===== src/design/primr_pkg.sv =====
// ----------------------------------------------------------------------------
// primr_pkg
// shared widths and defaults for the primitive root / modular inverse unit
// ----------------------------------------------------------------------------
`default_nettype none

package primr_pkg;

	parameter int WORD_W          = 32;
	parameter int DIV_STEPS       = 2 * WORD_W;
	parameter int MAX_FACTORS_DEF = 10;

	// request codes
	parameter logic REQ_ROOT = 1'b0;
	parameter logic REQ_INV  = 1'b1;

endpackage

`default_nettype wire


===== src/design/primr_div.sv =====
// ----------------------------------------------------------------------------
// primr_div
// restoring divider, 64-bit dividend by 32-bit divisor, one quotient bit a cycle
// ----------------------------------------------------------------------------
`default_nettype none

module primr_div (
	input  wire logic                            clk,
	input  wire logic                            arst_n,
	input  wire logic                            start,
	input  wire logic [2*primr_pkg::WORD_W-1:0]  dividend,
	input  wire logic [primr_pkg::WORD_W-1:0]    divisor,
	output logic                                 done,
	output logic [2*primr_pkg::WORD_W-1:0]       quotient,
	output logic [primr_pkg::WORD_W-1:0]         remainder
);
	import primr_pkg::*;

	localparam int CNT_W = $clog2(DIV_STEPS);

	logic                  running_q;
	logic [CNT_W-1:0]      step_q;
	logic [WORD_W-1:0]     acc_q;
	logic [2*WORD_W-1:0]   quo_q;
	logic [WORD_W-1:0]     dsr_q;

	logic [WORD_W:0]       trial;
	logic [WORD_W:0]       diff;
	logic                  ge;

	assign trial = {acc_q, quo_q[2*WORD_W-1]};
	assign diff  = trial - {1'b0, dsr_q};
	assign ge    = (trial >= {1'b0, dsr_q});

	always_ff @(posedge clk or negedge arst_n) begin
		if (!arst_n) begin
			running_q <= 1'b0;
			step_q    <= '0;
			done      <= 1'b0;
		end else begin
			done <= 1'b0;
			if (start && !running_q) begin
				running_q <= 1'b1;
				step_q    <= '0;
			end else if (running_q) begin
				step_q <= step_q + 1'b1;
				if (step_q == CNT_W'(DIV_STEPS - 1)) begin
					running_q <= 1'b0;
					done      <= 1'b1;
				end
			end
		end
	end

	// datapath, no reset needed
	always_ff @(posedge clk) begin
		if (start && !running_q) begin
			acc_q <= '0;
			quo_q <= dividend;
			dsr_q <= divisor;
		end else if (running_q) begin
			acc_q <= ge ? diff[WORD_W-1:0] : trial[WORD_W-1:0];
			quo_q <= {quo_q[2*WORD_W-2:0], ge};
		end
	end

	assign quotient  = quo_q;
	assign remainder = acc_q;

endmodule

`default_nettype wire


===== src/design/primitive_root_and_mod_inverse_unit.sv =====
// ----------------------------------------------------------------------------
// primitive_root_and_mod_inverse_unit
// finds a primitive root of a modulus or a Fermat inverse of a value
// ----------------------------------------------------------------------------
// channel   direction  ports                              handshake
// request   in         req_type, modulus, value           start & !busy
// result    out        answer                             done (one-cycle strobe)
//
// every divide/modulo runs on one shared bit-serial divider of 64 steps;
// a modular multiply is one registered 32x32 product plus one divide
// inverse: one divide per gcd step (at most ~46), one reduction, then up to 64
//   multiplies; a value sharing a factor ends after the gcd
// root: trial division up to sqrt(modulus-1), one squaring and one divide per
//   trial divisor and one more divide per extra division, then per candidate
//   and factor one exponentiation
// reset clears the control state only; results cannot be stalled, done is a
// single-cycle strobe and busy drops in that same cycle
// ----------------------------------------------------------------------------
`default_nettype none

module primitive_root_and_mod_inverse_unit #(
	parameter int MAX_FACTORS = primr_pkg::MAX_FACTORS_DEF
) (
	input  wire logic                          clk,
	input  wire logic                          arst_n,
	input  wire logic                          start,
	output logic                               busy,
	input  wire logic                          req_type,
	input  wire logic [primr_pkg::WORD_W-1:0]  modulus,
	input  wire logic [primr_pkg::WORD_W-1:0]  value,
	output logic                               done,
	output logic [primr_pkg::WORD_W-1:0]       answer
);
	import primr_pkg::*;

	localparam int CNT_W = $clog2(MAX_FACTORS + 1);
	localparam int IDX_W = $clog2(MAX_FACTORS);
	localparam int D_W   = WORD_W / 2 + 1;

	typedef enum logic [4:0] {
		ST_IDLE,
		ST_R_SQ,   // trial divisor squared
		ST_R_CHK,  // d*d <= n ?
		ST_R_DIV,  // n / d
		ST_G_TOP,  // next candidate
		ST_K_TOP,  // next factor
		ST_K_DIV,  // phi / factor
		ST_P_TOP,  // exponent loop head
		ST_P_MR,   // r * base mod m
		ST_P_RW,
		ST_P_SQ,   // base * base mod m
		ST_P_SR,
		ST_P_SW,
		ST_I_GTOP, // gcd loop head
		ST_I_GDIV,
		ST_I_RED   // value mod m
	} state_t;

	state_t                 state_q;
	logic [WORD_W-1:0]      m_q;
	logic [WORD_W-1:0]      phi_q;
	logic [WORD_W-1:0]      n_q;
	logic [D_W-1:0]         d_q;
	logic                   found_q;
	logic [CNT_W-1:0]       cnt_q;
	logic [CNT_W-1:0]       k_q;
	logic [WORD_W-1:0]      fac_q [MAX_FACTORS];
	logic [WORD_W:0]        g_q;
	logic                   inv_q;
	logic [WORD_W-1:0]      exp_q;
	logic [WORD_W-1:0]      r_q;
	logic [WORD_W-1:0]      base_q;
	logic [WORD_W-1:0]      ga_q;
	logic [WORD_W-1:0]      gb_q;
	logic [2*WORD_W-1:0]    prod_q;

	logic [WORD_W-1:0]      mul_a;
	logic [WORD_W-1:0]      mul_b;
	logic                   div_start;
	logic [2*WORD_W-1:0]    div_dividend;
	logic [WORD_W-1:0]      div_divisor;
	logic                   div_done;
	logic [2*WORD_W-1:0]    div_quo;
	logic [WORD_W-1:0]      div_rem;
	logic                   fac_room;

	assign busy     = (state_q != ST_IDLE);
	assign fac_room = (cnt_q < CNT_W'(MAX_FACTORS));

	primr_div u_div (
		.clk       (clk),
		.arst_n    (arst_n),
		.start     (div_start),
		.dividend  (div_dividend),
		.divisor   (div_divisor),
		.done      (div_done),
		.quotient  (div_quo),
		.remainder (div_rem)
	);

	// multiplier operand select, product is registered in prod_q
	always_comb begin
		mul_a = '0;
		mul_b = '0;
		case (state_q)
			ST_R_SQ: begin
				mul_a = WORD_W'(d_q);
				mul_b = WORD_W'(d_q);
			end
			ST_P_TOP: begin
				mul_a = r_q;
				mul_b = base_q;
			end
			ST_P_SQ: begin
				mul_a = base_q;
				mul_b = base_q;
			end
			default: begin
			end
		endcase
	end

	// divider launch
	always_comb begin
		div_start    = 1'b0;
		div_dividend = '0;
		div_divisor  = m_q;
		case (state_q)
			ST_R_CHK: begin
				div_start    = (prod_q <= {{WORD_W{1'b0}}, n_q});
				div_dividend = {{WORD_W{1'b0}}, n_q};
				div_divisor  = WORD_W'(d_q);
			end
			ST_R_DIV: begin
				// keep dividing while d still divides n
				div_start    = div_done && (div_rem == '0);
				div_dividend = {{WORD_W{1'b0}}, div_quo[WORD_W-1:0]};
				div_divisor  = WORD_W'(d_q);
			end
			ST_K_TOP: begin
				div_start    = (k_q != cnt_q);
				div_dividend = {{WORD_W{1'b0}}, phi_q};
				div_divisor  = fac_q[k_q[IDX_W-1:0]];
			end
			ST_P_MR, ST_P_SR: begin
				div_start    = 1'b1;
				div_dividend = prod_q;
			end
			ST_I_GTOP: begin
				if (ga_q != '0) begin
					div_start    = 1'b1;
					div_dividend = {{WORD_W{1'b0}}, gb_q};
					div_divisor  = ga_q;
				end else begin
					// gcd found: if it is one, reduce the value, still held in base_q
					div_start    = (gb_q == WORD_W'(1));
					div_dividend = {{WORD_W{1'b0}}, base_q};
				end
			end
			default: begin
			end
		endcase
	end

	always_ff @(posedge clk or negedge arst_n) begin
		if (!arst_n) begin
			state_q <= ST_IDLE;
			done    <= 1'b0;
			cnt_q   <= '0;
			k_q     <= '0;
			found_q <= 1'b0;
			inv_q   <= 1'b0;
		end else begin
			done <= 1'b0;
			case (state_q)
				ST_IDLE: begin
					if (start) begin
						m_q   <= modulus;
						phi_q <= modulus - WORD_W'(1);
						n_q   <= modulus - WORD_W'(1);
						d_q   <= D_W'(2);
						cnt_q <= '0;
						found_q <= 1'b0;
						inv_q <= (req_type == REQ_INV);
						ga_q  <= value;
						gb_q  <= modulus;
						base_q <= value;
						if (modulus < WORD_W'(2)) begin
							answer  <= '0;
							done    <= 1'b1;
						end else if (req_type == REQ_INV) begin
							state_q <= ST_I_GTOP;
						end else begin
							state_q <= ST_R_SQ;
						end
					end
				end
				ST_R_SQ: state_q <= ST_R_CHK;
				ST_R_CHK: begin
					if (prod_q <= {{WORD_W{1'b0}}, n_q}) begin
						state_q <= ST_R_DIV;
					end else begin
						if (n_q > WORD_W'(1) && fac_room) begin
							fac_q[cnt_q[IDX_W-1:0]] <= n_q;
							cnt_q <= cnt_q + 1'b1;
						end
						g_q     <= (WORD_W+1)'(2);
						state_q <= ST_G_TOP;
					end
				end
				ST_R_DIV: begin
					if (div_done) begin
						if (div_rem == '0) begin
							if (!found_q && fac_room) begin
								fac_q[cnt_q[IDX_W-1:0]] <= WORD_W'(d_q);
								cnt_q <= cnt_q + 1'b1;
							end
							found_q <= 1'b1;
							n_q     <= div_quo[WORD_W-1:0];
						end else begin
							d_q     <= d_q + 1'b1;
							found_q <= 1'b0;
							state_q <= ST_R_SQ;
						end
					end
				end
				ST_G_TOP: begin
					if (g_q > {1'b0, m_q}) begin
						answer  <= '0;
						done    <= 1'b1;
						state_q <= ST_IDLE;
					end else begin
						k_q     <= '0;
						state_q <= ST_K_TOP;
					end
				end
				ST_K_TOP: begin
					if (k_q == cnt_q) begin
						answer  <= g_q[WORD_W-1:0];
						done    <= 1'b1;
						state_q <= ST_IDLE;
					end else begin
						state_q <= ST_K_DIV;
					end
				end
				ST_K_DIV: begin
					if (div_done) begin
						exp_q   <= div_quo[WORD_W-1:0];
						base_q  <= (g_q == {1'b0, m_q}) ? '0 : g_q[WORD_W-1:0];
						r_q     <= WORD_W'(1);
						state_q <= ST_P_TOP;
					end
				end
				ST_P_TOP: begin
					if (exp_q == '0) begin
						if (inv_q) begin
							answer  <= r_q;
							done    <= 1'b1;
							state_q <= ST_IDLE;
						end else if (r_q == WORD_W'(1)) begin
							g_q     <= g_q + 1'b1;
							state_q <= ST_G_TOP;
						end else begin
							k_q     <= k_q + 1'b1;
							state_q <= ST_K_TOP;
						end
					end else if (exp_q[0]) begin
						state_q <= ST_P_MR;
					end else begin
						state_q <= ST_P_SQ;
					end
				end
				ST_P_MR: state_q <= ST_P_RW;
				ST_P_RW: begin
					if (div_done) begin
						r_q     <= div_rem;
						state_q <= ST_P_SQ;
					end
				end
				ST_P_SQ: state_q <= ST_P_SR;
				ST_P_SR: state_q <= ST_P_SW;
				ST_P_SW: begin
					if (div_done) begin
						base_q  <= div_rem;
						exp_q   <= exp_q >> 1;
						state_q <= ST_P_TOP;
					end
				end
				ST_I_GTOP: begin
					if (ga_q != '0) begin
						state_q <= ST_I_GDIV;
					end else if (gb_q == WORD_W'(1)) begin
						state_q <= ST_I_RED;
					end else begin
						answer  <= '0;
						done    <= 1'b1;
						state_q <= ST_IDLE;
					end
				end
				ST_I_GDIV: begin
					if (div_done) begin
						gb_q    <= ga_q;
						ga_q    <= div_rem;
						state_q <= ST_I_GTOP;
					end
				end
				ST_I_RED: begin
					if (div_done) begin
						base_q  <= div_rem;
						r_q     <= WORD_W'(1);
						exp_q   <= m_q - WORD_W'(2);
						state_q <= ST_P_TOP;
					end
				end
				default: state_q <= ST_IDLE;
			endcase
		end
	end

	// product register
	always_ff @(posedge clk) begin
		prod_q <= mul_a * mul_b;
	end

`ifndef SYNTHESIS
	// the result strobe comes with the unit back at rest
	assert property (@(posedge clk) disable iff (!arst_n) done |-> !busy)
		else $error("done while busy");

	// an accepted item either finishes at once or keeps the unit busy
	assert property (@(posedge clk) disable iff (!arst_n)
		(start && !busy) |=> (busy || done))
		else $error("accepted item lost");

	// factor list never overflows
	assert property (@(posedge clk) disable iff (!arst_n)
		cnt_q <= CNT_W'(MAX_FACTORS))
		else $error("factor count overflow");

	// factor walk stays within the recorded list
	assert property (@(posedge clk) disable iff (!arst_n)
		(state_q == ST_K_DIV) |-> (k_q < cnt_q))
		else $error("factor index out of range");
`endif

endmodule

`default_nettype wire


===== config.mk =====
export PLATFORM = sky130hd
export DESIGN_NAME = primitive_root_and_mod_inverse_unit
export DESIGN_NICKNAME = d
export VERILOG_FILES = /design/src/design/primr_pkg.sv /design/src/design/primr_div.sv /design/src/design/primitive_root_and_mod_inverse_unit.sv
export SDC_FILE = /design/constraint.sdc
export NUM_CORES = 2
export LEC_CHECK = 0
export BUFFER_PORTS_ARGS = -buffer_cell sky130_fd_sc_hd__buf_4
export CELL_PAD_IN_SITES_DETAIL_PLACEMENT = 1
export CELL_PAD_IN_SITES_GLOBAL_PLACEMENT = 2
export CORE_MARGIN = 2
export CORE_UTILIZATION = 47
export CTS_CLUSTER_SIZE = 25
export DETAILED_ROUTE_END_ITERATION = 12
export GPL_TIMING_DRIVEN = 0
export MAX_ROUTING_LAYER = met4
export PLACE_DENSITY_LB_ADDON = 0.08
export SLEW_MARGIN = 0
export SYNTH_ARGS = -nofsm -noshare
export SYNTH_HDL_FRONTEND = slang
export SYNTH_SLANG_ARGS = --single-unit

===== constraint.sdc =====
create_clock -name clk -period 18.85 [get_ports clk]
set_input_delay 3.77 -clock clk [delete_from_list [all_inputs] [get_ports clk]]
set_output_delay 3.77 -clock clk [all_outputs]
set_load 0.05 [all_outputs]

==> results.toml <==
[status]
status = "finished with violations"
failed_checks = "max-capacitance violations, max-slew violations"

[sta]
fmax_ghz = 0.07599
hold_violations = 0
fin_crit_sh = 0.6981
fin_skew_ps = 78.16
slew_viol_final = 60
slew-limit-headroom = -0.08241
tightest_slew_ps = 1624
finalCriticalPeriod_ps = 13160
setup_viol = 0
setup_tns_ps = 0
whs_ps = 524.7
rsz0062_at_grt = "no"

[setup_path]
rr_worst_depth = 32
crit_arrival_ps = 13780
critPathBufInv = 9
rr_endpoint = "prod_q[58]"
start_kind = "flip-flop"
critical_path.top_delay_family = "adder cells"
crit_path_frequent_cell = "fa_1"
crit_path_max_fanout = 11
worstPathRequired_ps = 19470
r2r_start = "state_q[2]"
rrSetupSlack_ps = 5690
crit_slowest_cell = "clkbuf_1"
crit_type = "reg -> reg"
slowest_delay_ps = 1070
worstSetupEndpointType = "flip-flop"

[synthesis]
synth_area_leaders = "edfxtp_1 (31%), fa_1 (25%), ha_1 (6.3%)"
synth_top_area_cell = "edfxtp_1"
syn_area_sq_um = 73170
ys.warnings.count = 0
synth_nets = 8244
ys_dominant_reg_cell = "edfxtp_1"
ys_seq_area_frac = 0.3436
synth-seq-cells = 873
ys_types = 83
synth_edf_count = 754
synth_top_area_share = 0.3094
synth.avg_cell_area_sq_um = 10.59
async_flop_share = 0.02635
synthCells = 6910

[routing]
drc_errors = 0
ant_nets = 0
vias = 56838
first_pass_iters = 9
vias_per_cell = 6.111
drt_iter0_drc = 6111
routed_wl_um = 312300
wl_per_cell_um = 33.57

[cts]
ctsResizeCount = 0
cts_hold_buffers = 0
post_cts_buffers = 0
clk_path_buf_depth = 3
htreeDepth = 3
clk_root_buffer_cell = "clkbuf_16"
clock_sinks = 873
clk_pin_slew_ps = 60
numCtsBuffers = 96
cts_tree = "done"
clock_latency_ps = 770

[global_routing]
gr-usage-met1 = 0.4903
grt-ovfl-total = 0
grt_pass1_wl_um = 442700
busiest_layer = "met2"
grt.met2_usage = 0.6377
grt_use_met3 = 0.08167
grt_usage = 0.4097
grt_start_max_net_pins = 42
antenna_found_initial = 17
grt_pass1_vias = 60340

[min_path]
holdCritPathClass = "reg -> reg"
hp-start = "u_div.step_q[0]"
min_to = "u_div.step_q[0]"
worstHoldPathCells = 1

[floorplanning]
coreArea_sq_um = 154400
initial_utilization = 0.4739
fp-row-count = 144
pin_count = 102
chipHeight_um = 398.6
die-area_sq_um = 158900
die_w_um = 398.6

[cells_and_area]
mostFrequentLayoutCell = "inv_1"
fillers = 16793
seq_area_sq_um = 25140
syn_to_final_growth_pct = 10.14
drive_gt1_frac = 0.07559
most-common-layout-cells = "inv_1 (1,032), fa_1 (897), nor2_1 (822)"
fin_nets = 8489
multi_input_area_sq_um = 42820
stdcell_count = 9301
fin_util = 0.5220

[pwr]
p_leak_nw = 33.74
vdd_ir_drop_max_v = 0.00008659
power.total_mw = 10.45
pwr_density_cell_nw_per_um2 = 129.6

[placement]
place_congestion = 1.024
place_inst = 9098
dp_hpwl_um = 252300
port_buffers = 101

[job]
cap_violations = 5
==> worst register-to-register path: cells and delay by family (launching register included) <==
family	cells	cell delay [ps]
buf+inv	9	3570
compound gates	8	3660
fa+ha+maj	9	4070
simple gates	5	1280
flops	1	320
xor+xnor	1	150
==> metal layers <==
layer	vias up	share of wire
met5	-	0
met2	2712	0.47
met1	29755	0.38
met4	0	0.077
li1	23575	-
met3	796	0.081
==> state kept, by name, indices dropped and copies added (netlist names), 33 cells and up <==
register and count:
u_div.quotient 64, prod_q 64, fac_q 320, g_q 33
==> how the worst max path moves through the flow <==
stage               start         end  cells past startpoint
2_1_floorplan  state_q[2]  prod_q[61]                     31
3_3_place_gp   state_q[0]  prod_q[35]                     32
3_5_place_dp   state_q[2]  prod_q[58]                     32
4_1_cts        state_q[0]  prod_q[58]                     33
5_1_grt        state_q[0]  prod_q[58]                     33
6_report       state_q[2]  prod_q[58]                     32
==> synth_stat cells, types with 64 or more instances <==
cell type  count
mux4_2        64
a222oi_1      81
a22o_1        90
mux2_2       106
o21ai_0      194
dfxtp_1       96
mux2i_1       71
nor2_1       827
ha_1         369
fa_1         897
nor4_1        68
a21oi_1      160
clkbuf_1     323
xor2_1        72
nand2_1      733
nor2b_1       68
edfxtp_1     754
xnor2_1      116
a22oi_1       70
inv_1       1033
==> area by class of cell <==
type / count / share of cell area
well taps: 2044 / 0.03173
diodes: 21 / 0.0006520
multi-input cells: 4626 / 0.5313
flip-flops and latches: 873 / 0.3119
inverters: 1035 / 0.04822
clock buffers: 124 / 0.03210
repair buffers: 147 / 0.01823
plain buffers: 376 / 0.01837
clock inverters: 55 / 0.007436
==> cell families after synthesis <==
family	share of synthesized area
AOI/OAI and AO/OA	0.08816
adders and majority gates	0.3085
muxes	0.04572
DFF	0.3436
buffers and inverters	0.07329
xor gates and xnor gates	0.02250
and+or+nand+nor	0.1183
==> metrics by stage <==
step,area (sq um),setup slack [ps]
floorplan,73170,9994
global placement,76490,5122
detailed placement,77320,6073
CTS,80510,6002
global route,80570,5594
finish,80590,5691
==> report_power, final <==
part           switching (mW)  internal [mW]
Combinational            4.02           1.73
Sequential              0.312           2.46
Clock                   0.860           1.07
Total                    5.19           5.26
(Power assumes the default switching activity.)
